===== src/rtl/dual_quadrature_decoder_velocity_defines.svh =====
// ---------------------------------------------------------------------------
// Assertion macros for the dual quadrature decoder
// Shared property wrappers; clocked on clk, disabled while rst is high.
// ---------------------------------------------------------------------------
`ifndef DUAL_QUADRATURE_DECODER_VELOCITY_DEFINES_SVH
`define DUAL_QUADRATURE_DECODER_VELOCITY_DEFINES_SVH

`ifndef NO_ASSERTIONS

// antecedent implies consequent in the same cycle
`define QDV_ASSERT_SAME(label, ante, cons) \
  label: assert property (@(posedge clk) disable iff (rst) (ante) |-> (cons)) \
    else $error("qdv assertion failed");

// antecedent implies consequent in the following cycle
`define QDV_ASSERT_NEXT(label, ante, cons) \
  label: assert property (@(posedge clk) disable iff (rst) (ante) |=> (cons)) \
    else $error("qdv assertion failed");

`else

`define QDV_ASSERT_SAME(label, ante, cons)
`define QDV_ASSERT_NEXT(label, ante, cons)

`endif

`endif


===== src/rtl/qdv_pkg.sv =====
// ---------------------------------------------------------------------------
// qdv_pkg
// Types, constants and helpers for the dual quadrature decoder.
// ---------------------------------------------------------------------------
package qdv_pkg;

  // width of the internal position counters
  localparam int COUNT_WIDTH = 16;
  localparam int PHASE_W     = 2;
  localparam int OUT_W       = 16;
  localparam int TICK_W      = 8;
  localparam int TABLE_W     = 32;

  localparam logic [TICK_W-1:0]  TICKS_RESET = 8'd20;
  localparam logic [TABLE_W-1:0] TABLE_RESET = 32'h1CC1_4334;

  // register indexes on the configuration port
  typedef enum logic [0:0] {
    REG_TICKS_PER_WINDOW = 1'b0,
    REG_TRANSITION_TABLE = 1'b1
  } qdv_reg_t;

  // item function codes
  localparam logic FUNC_TICK = 1'b0;
  localparam logic FUNC_PIN  = 1'b1;

  typedef struct packed {
    logic               func;
    logic [PHASE_W-1:0] right_phases;
    logic [PHASE_W-1:0] left_phases;
  } qdv_in_t;

  typedef struct packed {
    logic signed [OUT_W-1:0] right_position;
    logic signed [OUT_W-1:0] left_position;
    logic signed [OUT_W-1:0] right_speed;
    logic signed [OUT_W-1:0] left_speed;
    logic                    window_done;
  } qdv_out_t;

  // per-item lane control, already qualified by the input handshake
  typedef struct packed {
    logic pin;    // pin-change word accepted
    logic close;  // tick word accepted that ends a window
  } qdv_lane_ctl_t;

  // signed step from the packed transition table
  function automatic logic [COUNT_WIDTH-1:0] qdv_step(
    logic [TABLE_W-1:0] tbl,
    logic [PHASE_W-1:0] old_ph,
    logic [PHASE_W-1:0] new_ph
  );
    logic [3:0] idx;
    logic [1:0] code;
    idx  = {old_ph, new_ph};
    code = tbl[{idx, 1'b0} +: 2];
    return {{(COUNT_WIDTH-2){code[1]}}, code};
  endfunction

  // low 16 bits of a counter, zero extended when the counter is narrower
  function automatic logic [OUT_W-1:0] qdv_low(logic [COUNT_WIDTH-1:0] v);
    logic [31:0] w;
    w = 32'(v);
    return w[OUT_W-1:0];
  endfunction

endpackage


===== src/rtl/qdv_window.sv =====
// ---------------------------------------------------------------------------
// qdv_window
// Tick counter for the velocity window; decides which accepted word closes
// a window and fans the result out to both lanes as one control word.
// ---------------------------------------------------------------------------
module qdv_window (
  input  logic                       clk,
  input  logic                       rst,
  input  logic                       accept,
  input  logic                       func,
  input  logic [qdv_pkg::TICK_W-1:0] ticks_per_window,
  output qdv_pkg::qdv_lane_ctl_t     ctl
);
  import qdv_pkg::*;

  logic [TICK_W-1:0] tick_count;
  logic [TICK_W-1:0] tick_count_next;
  logic [TICK_W:0]   tick_inc;
  logic              is_tick;

  // next tick count, one bit wider so 255 + 1 does not wrap
  always_comb begin
    is_tick         = accept && (func == FUNC_TICK);
    tick_inc        = {1'b0, tick_count} + {{TICK_W{1'b0}}, 1'b1};
    ctl.pin         = accept && (func == FUNC_PIN);
    ctl.close       = is_tick && (tick_inc >= {1'b0, ticks_per_window});
    tick_count_next = tick_count;
    if (ctl.close) begin
      tick_count_next = '0;
    end else if (is_tick) begin
      tick_count_next = tick_inc[TICK_W-1:0];
    end
  end

  always_ff @(posedge clk) begin
    if (rst) begin
      tick_count <= '0;
    end else begin
      tick_count <= tick_count_next;
    end
  end

endmodule


===== src/rtl/qdv_lane.sv =====
// ---------------------------------------------------------------------------
// qdv_lane
// One encoder channel: table step on a pin change, window difference on a
// window close. Gives the post-word position and speed combinationally.
// ---------------------------------------------------------------------------
module qdv_lane (
  input  logic                        clk,
  input  logic                        rst,
  input  qdv_pkg::qdv_lane_ctl_t      ctl,
  input  logic [qdv_pkg::TABLE_W-1:0] transition_table,
  input  logic [qdv_pkg::PHASE_W-1:0] phases,
  output logic [qdv_pkg::OUT_W-1:0]   position,
  output logic [qdv_pkg::OUT_W-1:0]   speed
);
  import qdv_pkg::*;

  logic [PHASE_W-1:0]     last_phase;
  logic [COUNT_WIDTH-1:0] count;
  logic [COUNT_WIDTH-1:0] window_start;
  logic [COUNT_WIDTH-1:0] rate;
  logic [COUNT_WIDTH-1:0] count_next;
  logic [COUNT_WIDTH-1:0] rate_next;

  // step and window difference
  always_comb begin
    count_next = count;
    rate_next  = rate;
    if (ctl.pin) begin
      count_next = count + qdv_step(transition_table, last_phase, phases);
    end
    if (ctl.close) begin
      rate_next = count - window_start;
    end
    position = qdv_low(count_next);
    speed    = qdv_low(rate_next);
  end

  always_ff @(posedge clk) begin
    if (rst) begin
      last_phase   <= '0;
      count        <= '0;
      window_start <= '0;
      rate         <= '0;
    end else begin
      if (ctl.pin) begin
        last_phase <= phases;
        count      <= count_next;
      end
      if (ctl.close) begin
        rate         <= rate_next;
        window_start <= count;
      end
    end
  end

endmodule


===== src/rtl/dual_quadrature_decoder_velocity.sv =====
// ---------------------------------------------------------------------------
// dual_quadrature_decoder_velocity
// Two-channel quadrature decoder with windowed velocity measurement.
// ---------------------------------------------------------------------------
// Every accepted word (pin change or timer tick) gives exactly one result
// word. A word is processed in the cycle it is accepted: both channel lanes
// run side by side and their outputs are merged into the result, so one
// word per clock is sustained while out_stall is low. The output side holds
// two words (output register plus skid register); in_stall rises only when
// both are full, so a word waiting on the output does not hold up the next
// one. Write the configuration registers only while no word is in flight.
// ---------------------------------------------------------------------------
`include "dual_quadrature_decoder_velocity_defines.svh"

module dual_quadrature_decoder_velocity (
  input  logic                        clk,
  input  logic                        rst,
  input  logic                        in_valid,
  output logic                        in_stall,
  input  qdv_pkg::qdv_in_t            in_word,
  output logic                        out_valid,
  input  logic                        out_stall,
  output qdv_pkg::qdv_out_t           out_word,
  input  logic                        cfg_we,
  input  logic [0:0]                  cfg_index,
  input  logic [qdv_pkg::TABLE_W-1:0] cfg_data
);
  import qdv_pkg::*;

  logic [TICK_W-1:0]  ticks_per_window;
  logic [TABLE_W-1:0] transition_table;
  qdv_lane_ctl_t      win_ctl;
  qdv_out_t           result;
  qdv_out_t           skid_word;
  logic               skid_valid;
  logic               in_acc;
  logic               out_take;
  logic               out_free;

  // configuration registers
  always_ff @(posedge clk) begin
    if (rst) begin
      ticks_per_window <= TICKS_RESET;
      transition_table <= TABLE_RESET;
    end else if (cfg_we) begin
      unique case (qdv_reg_t'(cfg_index))
        REG_TICKS_PER_WINDOW: ticks_per_window <= cfg_data[TICK_W-1:0];
        REG_TRANSITION_TABLE: transition_table <= cfg_data;
        default: ;
      endcase
    end
  end

  // handshake
  assign in_stall = skid_valid;
  assign in_acc   = in_valid && !skid_valid;
  assign out_take = out_valid && !out_stall;
  assign out_free = out_take || !out_valid;

  qdv_window u_window (
    .clk              (clk),
    .rst              (rst),
    .accept           (in_acc),
    .func             (in_word.func),
    .ticks_per_window (ticks_per_window),
    .ctl              (win_ctl)
  );

  qdv_lane u_right (
    .clk              (clk),
    .rst              (rst),
    .ctl              (win_ctl),
    .transition_table (transition_table),
    .phases           (in_word.right_phases),
    .position         (result.right_position),
    .speed            (result.right_speed)
  );

  qdv_lane u_left (
    .clk              (clk),
    .rst              (rst),
    .ctl              (win_ctl),
    .transition_table (transition_table),
    .phases           (in_word.left_phases),
    .position         (result.left_position),
    .speed            (result.left_speed)
  );

  // merge stage flag
  assign result.window_done = win_ctl.close;

  // output register and skid register
  always_ff @(posedge clk) begin
    if (rst) begin
      out_valid  <= 1'b0;
      skid_valid <= 1'b0;
    end else begin
      if (out_free) begin
        out_valid  <= skid_valid || in_acc;
        skid_valid <= 1'b0;
      end else if (in_acc) begin
        skid_valid <= 1'b1;
      end
    end
  end

  always_ff @(posedge clk) begin
    if (out_free) begin
      out_word <= skid_valid ? skid_word : result;
    end
    if (!out_free && in_acc) begin
      skid_word <= result;
    end
  end

  // checks
  `QDV_ASSERT_SAME(a_skid_implies_out, skid_valid, out_valid)
  `QDV_ASSERT_SAME(a_close_on_tick_only, win_ctl.close, in_acc && in_word.func == FUNC_TICK)
  `QDV_ASSERT_NEXT(a_held_word_spills, in_acc && !out_free, skid_valid && out_valid)
  `QDV_ASSERT_NEXT(a_taken_skid_drains, skid_valid && out_take, !skid_valid && out_valid)

endmodule

===== config.mk =====
export PLATFORM = sky130hd
export DESIGN_NAME = dual_quadrature_decoder_velocity
export DESIGN_NICKNAME = d
export VERILOG_FILES = /design/src/rtl/qdv_pkg.sv /design/src/rtl/qdv_window.sv /design/src/rtl/qdv_lane.sv /design/src/rtl/dual_quadrature_decoder_velocity.sv
export VERILOG_INCLUDE_DIRS = /design/src /design/src/rtl
export SDC_FILE = /design/constraint.sdc
export NUM_CORES = 1
export LEC_CHECK = 0
export CORE_ASPECT_RATIO = 0.5
export CORE_MARGIN = 4
export CORE_UTILIZATION = 60
export CTS_BUF_LIST = sky130_fd_sc_hd__clkbuf_2
export DETAILED_ROUTE_END_ITERATION = 16
export DONT_BUFFER_PORTS = 1
export PLACE_DENSITY_LB_ADDON = 0.25
export RECOVER_POWER = 50
export REMOVE_ABC_BUFFERS = 1
export SYNTH_ARGS = -nofsm -noshare
export SYNTH_HDL_FRONTEND = slang
export SYNTH_HIERARCHICAL = 1
export SYNTH_SLANG_ARGS = --single-unit

===== constraint.sdc =====
create_clock -name clk -period 5.2 [get_ports clk]
set_input_delay 0.52 -clock clk [delete_from_list [all_inputs] [get_ports clk]]
set_output_delay 0.52 -clock clk [all_outputs]
set_load 0.1 [all_outputs]

-- Yosys cells after proc, flatten, opt, wreduce, memory -nomap -nowiden
Index checks and enable logic that the tools add are counted.
- $add $sub $neg: 5
- bitwise operators: 2
- order comparisons: 1
- reductions and logical operators: 16
- shifts and indexed selects: 2
- mux-type cells: 5
- operator list (cell ; count):
    2-to-1 mux 65 bit ; 1
    2-to-1 mux 16 bit ; 4
    variable part select 32 x 6 -> 2 bit ; 2
    adder 16 bit ; 2
    subtractor 16 bit ; 2
    adder 8 x 1 -> 9 bit, second input constant ; 1
    greater-or-equal comparator 9 x 8 -> 1 bit ; 1
    logical AND 1 bit ; 6
    logical NOT 1 bit ; 4
    AND reduction 2 bit ; 2
    OR reduction 2 bit ; 2
    logical OR 1 bit ; 2
    NOT 1 bit ; 2
- logic and storage cells: 54
- input port bits: 43
- bits in registers: 280

-- Longest topological paths before layout
Gate-level depths: netlist (run 1).
- depth after elaboration: 6
- gate-level depth with buffers: 17

-- Cells and area by module
Netlist (run 1), hierarchy kept.
- by module, submodules not included (module ; cells an instance ; instances ; area each (um^2)):
    dual_quadrature_decoder_velocity ; 357 ; 1 ; 6391.1
    qdv_lane at u_left ; 453 ; 1 ; 3839.9
    qdv_lane at u_right ; 434 ; 1 ; 3736.1
    qdv_window ; 101 ; 1 ; 743.2

-- Least setup slack after synthesis (run 1)
OpenSTA, ideal clock, no wires.
- kind: register to register
- start: reg u_window.tick_count[0]
- end: reg out_word[17] (netlist name) (data pin)
- setup slack: 1.073 ns
- path buffers: 3
- cell stages (with the launch flop): 15
- data arrival time: 3.867 ns
- period minus slack after synthesis: 4.127 ns
- data required time: 4.940 ns
- cell sequence: dfxtp_1 ha_1 nand3_2 or2_2 xnor2_1 ha_1 o21ai_0 nor2_1 nand4_1 buf_2 a21oi_1 clkbuf_1 clkbuf_1 a21oi_1 mux2_2
- RTL lines (item ; RTL line ; RTL):
    start: declaration ; qdv_window.sv:16 ; logic [TICK_W-1:0] tick_count;
    start signal: assignment ; qdv_window.sv:39 ; tick_count <= tick_count_next;
    end signal: assignment ; dual_quadrature_decoder_velocity.sv:109 ; out_word <= skid_valid ? skid_word : result;
    end: declaration ; dual_quadrature_decoder_velocity.sv:23 ; output qdv_pkg::qdv_out_t out_word,

==> results of run 1 <==
-- cell families (layout without fill, tap and decap cells) --
family	after synthesis	count (layout)	synth area share, %
multiplexers	168	168	14.1
other	0	1	0
XOR/XNOR	31	31	1.90
buffers and inverters	133	259	4.04
adder cells (fa/ha/maj)	73	73	6.41
AND/OR/NAND/NOR	398	398	14.4
AO/OA/AOI/OAI	262	262	12.2
flip-flops	280	280	47.0
-- critical path: stages, from the launching register on --
cell and delay (ns):
dfxtp_1 0.42, ha_1 0.25, nand3_2 0.13, or2_2 0.36, xnor2_1 0.14, ha_1 0.30
a211oi_2 0.21, nand2_1 0.11, a211oi_4 0.61, a21oi_4 0.27, buf_12 0.26, nor2b_1 0.16
nand2_1 0.07, o21ai_1 0.07, or3_1 0.36, mux2_2 0.27
-- placed cells by master (no fill, tap or decap), types with 21 or more instances in the layout --
| cell | count |
|---|---|
| nor2b_1 | 34 |
| dfxtp_1 | 150 |
| nand3_1 | 23 |
| a21o_1 | 25 |
| dlygate4sd3_1 | 64 |
| inv_1 | 67 |
| mux2i_1 | 58 |
| nand2b_1 | 33 |
| xnor2_1 | 21 |
| a21oi_1 | 75 |
| and3_1 | 21 |
| o21ai_0 | 29 |
| ha_1 | 69 |
| clkbuf_2 | 91 |
| nand2_1 | 86 |
| nor2_1 | 94 |
| edfxtp_1 | 130 |
| mux2_2 | 82 |
-- timing repair --
item | CTS | global route
hold buffers | 65 | 0
endpoints found under the hold margin | 131 | 0
setup buffers | 0 | 0
-- power by group --
group | leakage [nW] | switching (mW) | internal, mW
Sequential | 2.57 | 0.494 | 2.43
Clock | 0.451 | 0.897 | 0.562
Combinational | 3.62 | 0.458 | 0.377
-- final cells by class --
type	count	area (sq um)	area share, %
Antenna cell	1	2.50	0.0155
Clock buffer	88	440	2.73
Clock inverter	28	165	1.02
Inverter	69	260	1.61
Multi-Input combinational cell	932	7220	44.7
Sequential cell	280	6910	42.8
Tap cell	336	420	2.61
Timing Repair Buffer	74	721	4.47
-- metal layers --
metal | vias up | wire length (um)
met5 | - | 0
met4 | 0 | 568
met3 | 54 | 1880
met2 | 318 | 15300
met1 | 5179 | 14500
li1 | 5131 | -
-- cells in the mapped netlist (23+ instances only) --
master,n,share of area (%)
a21o_1,25,1.3
a21oi_1,76,2.6
clkbuf_1,35,0.89
dfxtp_1,150,20
edfxtp_1,130,27
ha_1,69,5.9
inv_1,67,1.7
mux2_2,86,6.6
mux2i_1,58,3.9
nand2_1,86,2.2
nand2b_1,33,1.4
nand3_1,23,0.78
nor2_1,94,2.4
nor2b_1,34,1.4
o21ai_0,29,0.99
-- per-stage QoR --
stage / area, sq um / TNS, ns / utilization, %
6_report: 16100 / 0 / 67.0
5_1_grt: 16100 / 0 / 67.0
3_3_place_gp: 14900 / 0 / 61.9
3_5_place_dp: 14900 / 0 / 61.9
4_1_cts: 16200 / 0 / 67.2
2_1_floorplan: 14400 / -324.25 / -
-- flip-flops by register name, summed over array words and instances, names as in the netlist --
name and flops:
out_valid 1, u_left/last_phase 2, u_left/rate 16, u_left/window_start 16, in_stall 1, u_right/count 16, skid_word 65, ticks_per_window 8
transition_table 32, u_left/count 16, u_right/rate 16, u_right/window_start 16, u_right/last_phase 2, u_window/tick_count 8, out_word 65
-- how the worst min path moves through the flow --
| stage | startpoint | endpoint | slack [ns] | depth (start not counted) |
|---|---|---|---|---|
| 4_1_cts | cfg_we | ticks_per_window[7] | 0.0003 | 2 |
| 2_1_floorplan | transition_table[26] | transition_table[26] | 0.44 | 1 |
| 5_1_grt | cfg_we | ticks_per_window[6] | 0.06 | 2 |
| 3_5_place_dp | u_left/rate[14] | u_left/rate[14] | 0.46 | 2 |
| 6_report | cfg_we | ticks_per_window[7] | 0.12 | 2 |
| 3_3_place_gp | u_left/rate[9] | u_left/rate[9] | 0.45 | 2 |
==> impl_metrics.tcl, run 1 <==
set metrics [dict create \
    yosys_warnings 6 \
    syn_avg_cell_area_sq_um 10.9 \
    drive_gt1_share_pct 16.8 \
    grt_max_degree 141 \
    dp.cells 1626 \
    timing.rr.start "u_window/tick_count[0]" \
    dp_slack_ns 0.948 \
    clk_latency_ns 0.93 \
    max_freq_mhz 236 \
    cts_made_buffers 61 \
    gp_congestion 0.915 \
    root_buffer "clkbuf_2" \
    synth_area_sq_mm 0.0147 \
    gr-usage-met3_pct 5.39 \
    drtAntennaViolNets 0 \
    dp_hpwl_um 20000 \
    pwr_density_cell_mw_per_mm2 324 \
    h-tree-depth 2 \
    die_h_um 119 \
    hold_viol 0 \
    route.detailed.drc 0 \
    grt_pass1_vias 10647 \
    grt_pass1_wl_um 52800 \
    area_growth_pct 9.70 \
    worst_slew_pin_slew_ns 3.05 \
    drtPass1Iterations 5 \
    ys_seq_elements 280 \
    ctsResizeCount 0 \
    wl_um 32300 \
    maxSlewHeadroom_pct -104 \
    synthDistinctLibCells 83 \
    pin_count 110 \
    max-cap-violations 4 \
    synthCells 1345 \
    cts_tree "yes" \
    vias_per_cell 5.91 \
    finalPower_mw 5.22 \
    busiest_layer "met2" \
    synth_edf_count 130 \
    final.min_clock_period_ns 4.24 \
    peakVddDrop_mv 0.200 \
    initial_core_util_pct 61.1 \
    slew_violations 287 \
    detail_route.wl_per_cell_um 17.9 \
    cp-startpoint "u_window/tick_count[0]" \
    worst_ep_required_time_ns 5.84 \
    status "finished with violations" \
    critPathLaunchType "flop" \
    r2r-end "out_word[24]" \
    fin_crit_sh_pct 81.6 \
    crit_end "out_word[24]" \
    nNetsFinal 1534 \
    rsz0062_at_grt "no" \
    core-area_sq_mm 0.0241 \
    critPathArrivalTime_ns 4.88 \
    io_buffers 0 \
    grt_usage_pct 23.5 \
    cts_buffer_depth 3 \
    fin_skew_ns 0.0637 \
    hold_slack_ns 0.124 \
    die_x_um 229 \
    vias 10682 \
    drt_iter0_drc 743 \
    cp-end-kind "flop" \
    grtUsageMet1_pct 30.3 \
    setup_viol 0 \
    hp-class "input port to flop" \
    fillCellCount 1837 \
    cts_sinks 280 \
    worst_slack_ns 0.958 \
    r2r_slack_ns 0.96 \
    grtUsageMet2_pct 39.6 \
    clk_pin_slew_ns 0.11 \
    die_area_sq_mm 0.0272 \
    synthFlopType "dfxtp_1" \
    violations "max-capacitance violations, max-slew violations" \
    fin_cells 1808 \
    critPathMaxFanout 31 \
    rows 40 \
    antenna_found_initial 2 \
    reg2reg_depth 15 \
    grt-ovfl-total 0 \
    synth_seq_area_share_pct 47.0 \
    synth-async-reset-ratio_pct 0 \
    p_leak_nw 6.64 \
    crit_type "flop to flop" \
]
(Power assumes the default switching activity.)
==> inputs of run 2 (changes only) <==
--- a/config.mk
+++ b/config.mk
@@ -6,6 +6,7 @@
 export SDC_FILE = /design/constraint.sdc
 export NUM_CORES = 1
 export LEC_CHECK = 0
+export ABC_AREA = 1
 export CORE_ASPECT_RATIO = 0.5
 export CORE_MARGIN = 4
 export CORE_UTILIZATION = 60
==> constraint.sdc (replaced) <==
create_clock -name clk -period 4.3 [get_ports clk]
set_input_delay 0.43 -clock clk [delete_from_list [all_inputs] [get_ports clk]]
set_output_delay 0.43 -clock clk [all_outputs]
set_load 0.1 [all_outputs]
==> run 2 against run 1 <==
Highest routed layer unchanged. First-iteration DRC count increased by 3.2%. Largest power group unchanged. Sequential power is 31% higher. Final area decreased by 1.8%. The run still ends with max-capacitance violations, max-slew violations left. Non-clock buffer count fell by 7. Critical path type unchanged. Via count increased by 12%.
==> impl_metrics.tcl, run 2 <==
set metrics [dict create \
    status "finished with violations" \
    violations "max-capacitance violations, max-slew violations" \
    worst_slew_pin_slew_ns 2.01 \
    synth-xor-area-share_pct 2.44 \
    fin_crit_sh_pct 80.3 \
    synthFlopType "dfxtp_1" \
    grt_max_degree 103 \
    detail_route.wl_per_cell_um 14.5 \
    rsz0062_at_grt "no" \
    gp_congestion 0.881 \
    peakVddDrop_mv 0.187 \
    synth_edf_count 130 \
    io_buffers 0 \
    reg.largest.list "out_word (65), skid_word (65), transition_table (32)" \
    critPathArrivalTime_ns 4.06 \
    rows 40 \
    cts_made_buffers 60 \
    cp_cell_sequence "clkbuf_2, clkinv_1, clkbuf_2, nand2_1, nand2_1" \
    cp-end-kind "flop" \
    yosysTopAreaCell "edfxtp_1" \
    drtAntennaViolNets 0 \
    clk_pin_slew_ns 0.10 \
    synthMuxAreaShare_pct 0.205 \
    grt_usage_pct 24.0 \
    layout_commonest_cell "nand2_1" \
    grt_pass1_wl_um 55100 \
    final_cell_mix "521 x nand2_1, 200 x inv_1, 169 x nor2_1, 150 x dfxtp_1, 130 x edfxtp_1" \
    timing.rr.start "in_stall" \
    worst_slack_ns 0.849 \
    route.detailed.drc 0 \
    cts_tree "yes" \
    ys_seq_elements 280 \
    p_leak_nw 7.64 \
    synthCells 1798 \
    antenna_found_initial 1 \
    yosys.area_share.simple_pct 25.1 \
    synth_top_family_by_area "simple AND/OR/NAND/NOR gates" \
    initial_core_util_pct 61.1 \
    synth_area_sq_mm 0.0146 \
    r2r_slack_ns 0.85 \
    maxSlewHeadroom_pct -33.9 \
    hp-class "input port to flop" \
    die_h_um 118 \
    dp_slack_ns 0.893 \
    design_area_sq_mm 0.0158 \
    synth_compound_area_share_pct 10.5 \
    hold_viol 0 \
    hold_path_end "u_left/count[15]" \
    max_freq_mhz 290 \
    grt_pass1_vias 11645 \
    pwr_density_cell_mw_per_mm2 435 \
    slew_violations 202 \
    crit_type "flop to flop" \
    area_growth_pct 8.23 \
    synth_seq_area_share_pct 47.2 \
    fin_skew_ns 0.0517 \
    synth-async-reset-ratio_pct 0 \
    holdPathStages 6 \
    die_x_um 229 \
    pin_count 110 \
    drive_gt1_share_pct 8.78 \
    slowest_stage "clkbuf_2" \
    core-area_sq_mm 0.0240 \
    cts_buffer_depth 3 \
    cp_top_family "buffers and inverters" \
    nNetsFinal 1978 \
    synthDistinctLibCells 50 \
    wl_um 32400 \
    placed_cell_area_sq_mm 0.0148 \
    synthAdderAreaFrac_pct 6.44 \
    cpPeakStageDelay_ns 1.34 \
    cts_setup_buffers 0 \
    worst_ep_required_time_ns 4.91 \
    finalPower_mw 6.90 \
    drtPass1Iterations 5 \
    synthTopCellsByCount "519 x nand2_1, 201 x inv_1, 168 x nor2_1" \
    critPathLaunchType "flop" \
    syn_avg_cell_area_sq_um 8.14 \
    yosysTopAreaCellShare_pct 26.7 \
    root_buffer "clkbuf_2" \
    r2r-end "out_word[36]" \
    postLayoutCoreUtil_pct 66.1 \
    dp_hpwl_um 21400 \
    final.min_clock_period_ns 3.45 \
    min_from "in_word[1]" \
    reg2reg_depth 5 \
    clk_latency_ns 0.89 \
    synthMostInstantiatedCell "nand2_1" \
    yosys_warnings 6 \
    grt-ovfl-total 0 \
    vias 11925 \
    die_area_sq_mm 0.0271 \
    max-cap-violations 3 \
    critPathMaxFanout 68 \
    drt_iter0_drc 767 \
    synth.area.top_cells "edfxtp_1 27%, dfxtp_1 21%, nand2_1 13%" \
    path_buf_inv 3 \
    cts_sinks 280 \
    setup_viol 0 \
    crit_cells 5 \
    vias_per_cell 5.35 \
    h-tree-depth 2 \
]
==> run 2: cell count changes after synthesis, moves of 17 or more <==
cell / before / now
and3_1: 21 / 0
mux2i_1: 58 / 3
nand2b_1: 33 / 0
a31o_2: 17 / 0
o21ai_0: 29 / 73
mux2_2: 86 / 0
nor2b_1: 34 / 0
nor2_1: 94 / 168
nand3_1: 23 / 102
a211oi_1: 10 / 42
inv_1: 67 / 201
nand2_1: 86 / 519
and2_1: 21 / 0
==> run 2: layout make-up <==
type                            instances  area, sq um
Antenna cell                            1         2.50
Clock buffer                           90          450
Clock inverter                         24         92.6
Fill cell                            2046         8130
Inverter                              216          821
Multi-Input combinational cell       1237         6540
Sequential cell                       280         6910
Tap cell                              315          394
Timing Repair Buffer                   67          639
==> run 2: worst register-to-register path, stage by stage (launching register included) <==
cell and delay [ns]:
dfxtp_1 0.36, clkbuf_2 1.34, clkinv_1 0.24, clkbuf_2 0.84, nand2_1 0.33, nand2_1 0.07
==> run 2: routing by layer <==
| layer | share of wire, % | global-route usage [%] |
|---|---|---|
| met1 | 46 | 31.3 |
| met2 | 48 | 41.6 |
| met3 | 4.8 | 4.65 |
| met4 | 1.8 | 6.07 |
| met5 | 0 | 0 |
==> run 2: repair_timing <==
action	CTS	global route
endpoints found under the setup margin	0	0
hold buffers	56	0
resized for setup	0	0
hold endpoints to repair	150	0
==> run 2: power by group <==
| group | switching [mW] | internal [mW] |
|---|---|---|
| logic | 0.927 | 0.547 |
| clock network | 1.02 | 0.564 |
| registers | 0.800 | 3.04 |
| total | 2.75 | 4.15 |
==> run 2: logic make-up (layout without fill, tap and decap cells) <==
kind of cell	count (synthesis)	count (layout)
other	0	1
and+or+nand+nor	865	865
buffers and inverters	281	397
AOI/OAI and AO/OA	256	256
xor gates and xnor gates	40	40
adders and majority gates	73	73
muxes	3	3
DFF	280	280
==> run 2: stage by stage <==
| step | setup TNS (ns) | hold WS, ns | instances |
|---|---|---|---|
| 2_1_floorplan | -234.00 | 0.429 | 1733 |
| 3_3_place_gp | 0 | 0.449 | 2059 |
| 3_5_place_dp | 0 | 0.450 | 2059 |
| 4_1_cts | 0 | 0.0201 | 2229 |
| 5_1_grt | 0 | 0.0696 | 2230 |
| 6_report | 0 | 0.109 | 2230 |
==> run 2: worst max-delay path by stage <==
| stage | end | from |
|---|---|---|
| after CTS | out_word[32] | u_window/tick_count[0] |
| after floorplan | skid_word[0] | out_valid |
| after detailed placement | out_word[32] | u_window/tick_count[0] |
| after global placement | out_word[29] | u_window/tick_count[0] |
| after global routing | out_word[21] | u_window/tick_count[0] |
| final | out_word[36] | in_stall |
==> inputs of run 3 (changes only) <==
==> constraint.sdc (replaced) <==
create_clock -name clk -period 3.15 [get_ports clk]
set_input_delay 0.315 -clock clk [delete_from_list [all_inputs] [get_ports clk]]
set_output_delay 0.315 -clock clk [all_outputs]
set_load 0.1 [all_outputs]
==> run 3 against run 2 <==
The flow now finishes without violations. Routed wire length increased by 5.1%. Via count grew 1.6%. Global-route usage up 0.59 points. Die area stayed put. Clock power is 53% higher. Setup slack worse by 0.64 ns. Sequential cell count stayed put. Hold slack worse by 0.013 ns. Final area rose by 2.8%. Total power increased by 42%. Final cell count increased by 1.3%.
==> impl_metrics.tcl, run 3 (same netlist as run 2, synthesis figures left out) <==
set metrics [dict create \
    pin_count 110 \
    peakVddDrop_mv 0.294 \
    max-cap-violations 0 \
    placed_cell_area_sq_mm 0.0149 \
    cts_tree "yes" \
    reg2reg_depth 19 \
    max_freq_mhz 340 \
    clk_latency_ns 0.93 \
    final_cell_mix "515 x nand2_1, 200 x inv_1, 168 x nor2_1, 141 x dfxtp_1, 130 x edfxtp_1" \
    p_seq_share_pct 53.6 \
    grt_pass1_vias 11814 \
    detail_route.wl_per_cell_um 15.1 \
    status "complete, no violations" \
    p_int_mw 5.94 \
    swShare_pct 39.1 \
    root_buffer "clkbuf_2" \
    route.detailed.drc 0 \
    maxSlewHeadroom_pct 10.7 \
    design_area_sq_mm 0.0163 \
    rsz0062_at_grt "no" \
    vias_per_cell 5.36 \
    fin_cells 2260 \
    setup_viol 0 \
    vias 12119 \
    die_h_um 118 \
    rows 40 \
    crit_type "input port to flop" \
    hold_viol 0 \
    io_buffers 0 \
    drive_gt1_share_pct 11.5 \
    holdPathStages 7 \
    p_clk_share_pct 24.9 \
    cts_sinks 280 \
    fin_crit_sh_pct 93.4 \
    r2r_slack_ns 0.25 \
    critPathLaunchType "input port" \
    cts_made_buffers 61 \
    final.min_clock_period_ns 2.94 \
    wl_um 34100 \
    critPathMaxFanout 32 \
    fin_skew_ns 0.0688 \
    dp.cells 2069 \
    worst_ep_required_time_ns 4.02 \
    finalPower_mw 9.76 \
    drtAntennaViolNets 0 \
    area_growth_pct 11.3 \
    worst_slack_ns 0.207 \
    gp_congestion 0.893 \
    nNetsFinal 2007 \
    hp-class "input port to flop" \
    grt-ovfl-total 0 \
    fillCellCount 1990 \
    p_comb_share_pct 21.5 \
    grt_usage_pct 24.6 \
    critPathArrivalTime_ns 3.81 \
    core-area_sq_mm 0.0240 \
    cp-end-kind "flop" \
    h-tree-depth 2 \
    layout_commonest_cell "nand2_1" \
    pwr_density_cell_mw_per_mm2 599 \
    die_area_sq_mm 0.0271 \
    tns_ns 0 \
    cts_buffer_depth 3 \
    dp_slack_ns 0.0980 \
    p_sw_mw 3.82 \
    grt_pass1_wl_um 56000 \
    worst_slew_pin_slew_ns 1.34 \
    drtPass1Iterations 5 \
    reg.largest.list "out_word (65), skid_word (65), transition_table (32)" \
    antenna_found_initial 1 \
    grt_max_degree 104 \
    initial_core_util_pct 61.1 \
    die_x_um 229 \
    p_leak_nw 7.82 \
    clk_pin_slew_ns 0.13 \
    dp_hpwl_um 22400 \
    slew_violations 0 \
    drt_iter0_drc 861 \
]
run 3: changes by cell type in the layout (fill, tap and decap cells not counted), moves of 2 or more:
cell,before,now
dfxtp_1,150,141
nand2_2,9,14
buf_12,0,3
nand2_4,4,6
nand3_2,11,13
clkbuf_2,94,102
clkbuf_1,3,1
clkinv_1,27,14
buf_4,4,22
dlygate4sd3_1,55,64
dfxtp_2,0,8
nand2_1,521,515
nand3_1,103,101
bufinv_16,0,2
run 3: cell type report:
class	count	area, sq um	share of cell area (%)
clock buffers	101	505	3.10
repair buffers	94	938	5.76
diodes	1	2.50	0.0154
flip-flops and latches	280	6920	42.5
well taps	315	394	2.42
clock inverters	15	113	0.691
inverters	216	827	5.07
multi-input cells	1238	6600	40.5
run 3: timing repair:
action,CTS,global route
buffers inserted,0,7
gates resized for setup,0,21
hold buffers,65,0
hold endpoints to repair,241,0
setup endpoints to repair,0,101
run 3: path summary, 6_finish.rpt:
| kind | startpoint | to |
|---|---|---|
| setup / recovery | cfg_we | transition_table[5] |
| hold / removal | in_word[0] | u_left/count[0] |
| setup reg to reg | transition_table[5] | out_word[64] |
| hold reg to reg | u_left/window_start[10] | u_left/window_start[10] |
run 3: layer usage:
layer	up-vias	routed length (um)	GRT usage, %
li1	6112	-	-
met5	-	0	0
met4	0	690	7.63
met2	309	16200	42.3
met1	5627	15300	31.7
met3	71	1860	4.79
run 3: critical path, stage by stage:
cell           delay [ns]
dlygate4sd3_1        0.75
nand2_1              0.41
inv_1                0.84
nand2_1              0.18
dlygate4sd3_1        0.65
nand3_1              0.07
dlygate4sd3_1        0.59
run 3: power groups by stage:
stage / clock, mW / combinational [mW] / sequential [mW]
2_1_floorplan: 0 / 1.51 / 5.28
4_1_cts: 2.50 / 2.03 / 5.24
3_3_place_gp: 0 / 1.87 / 5.32
5_1_grt: 2.74 / 2.37 / 5.26
6_report: 2.43 / 2.09 / 5.24
3_5_place_dp: 0 / 1.92 / 5.32
run 3: stage by stage:
step	utilization [%]	hold WS [ns]
after CTS	67.4	0.00128
final	68.0	0.0956
after detailed placement	62.1	0.400
after floorplan	-	0.377
after global routing	68.0	0.0158
after global placement	62.1	0.404
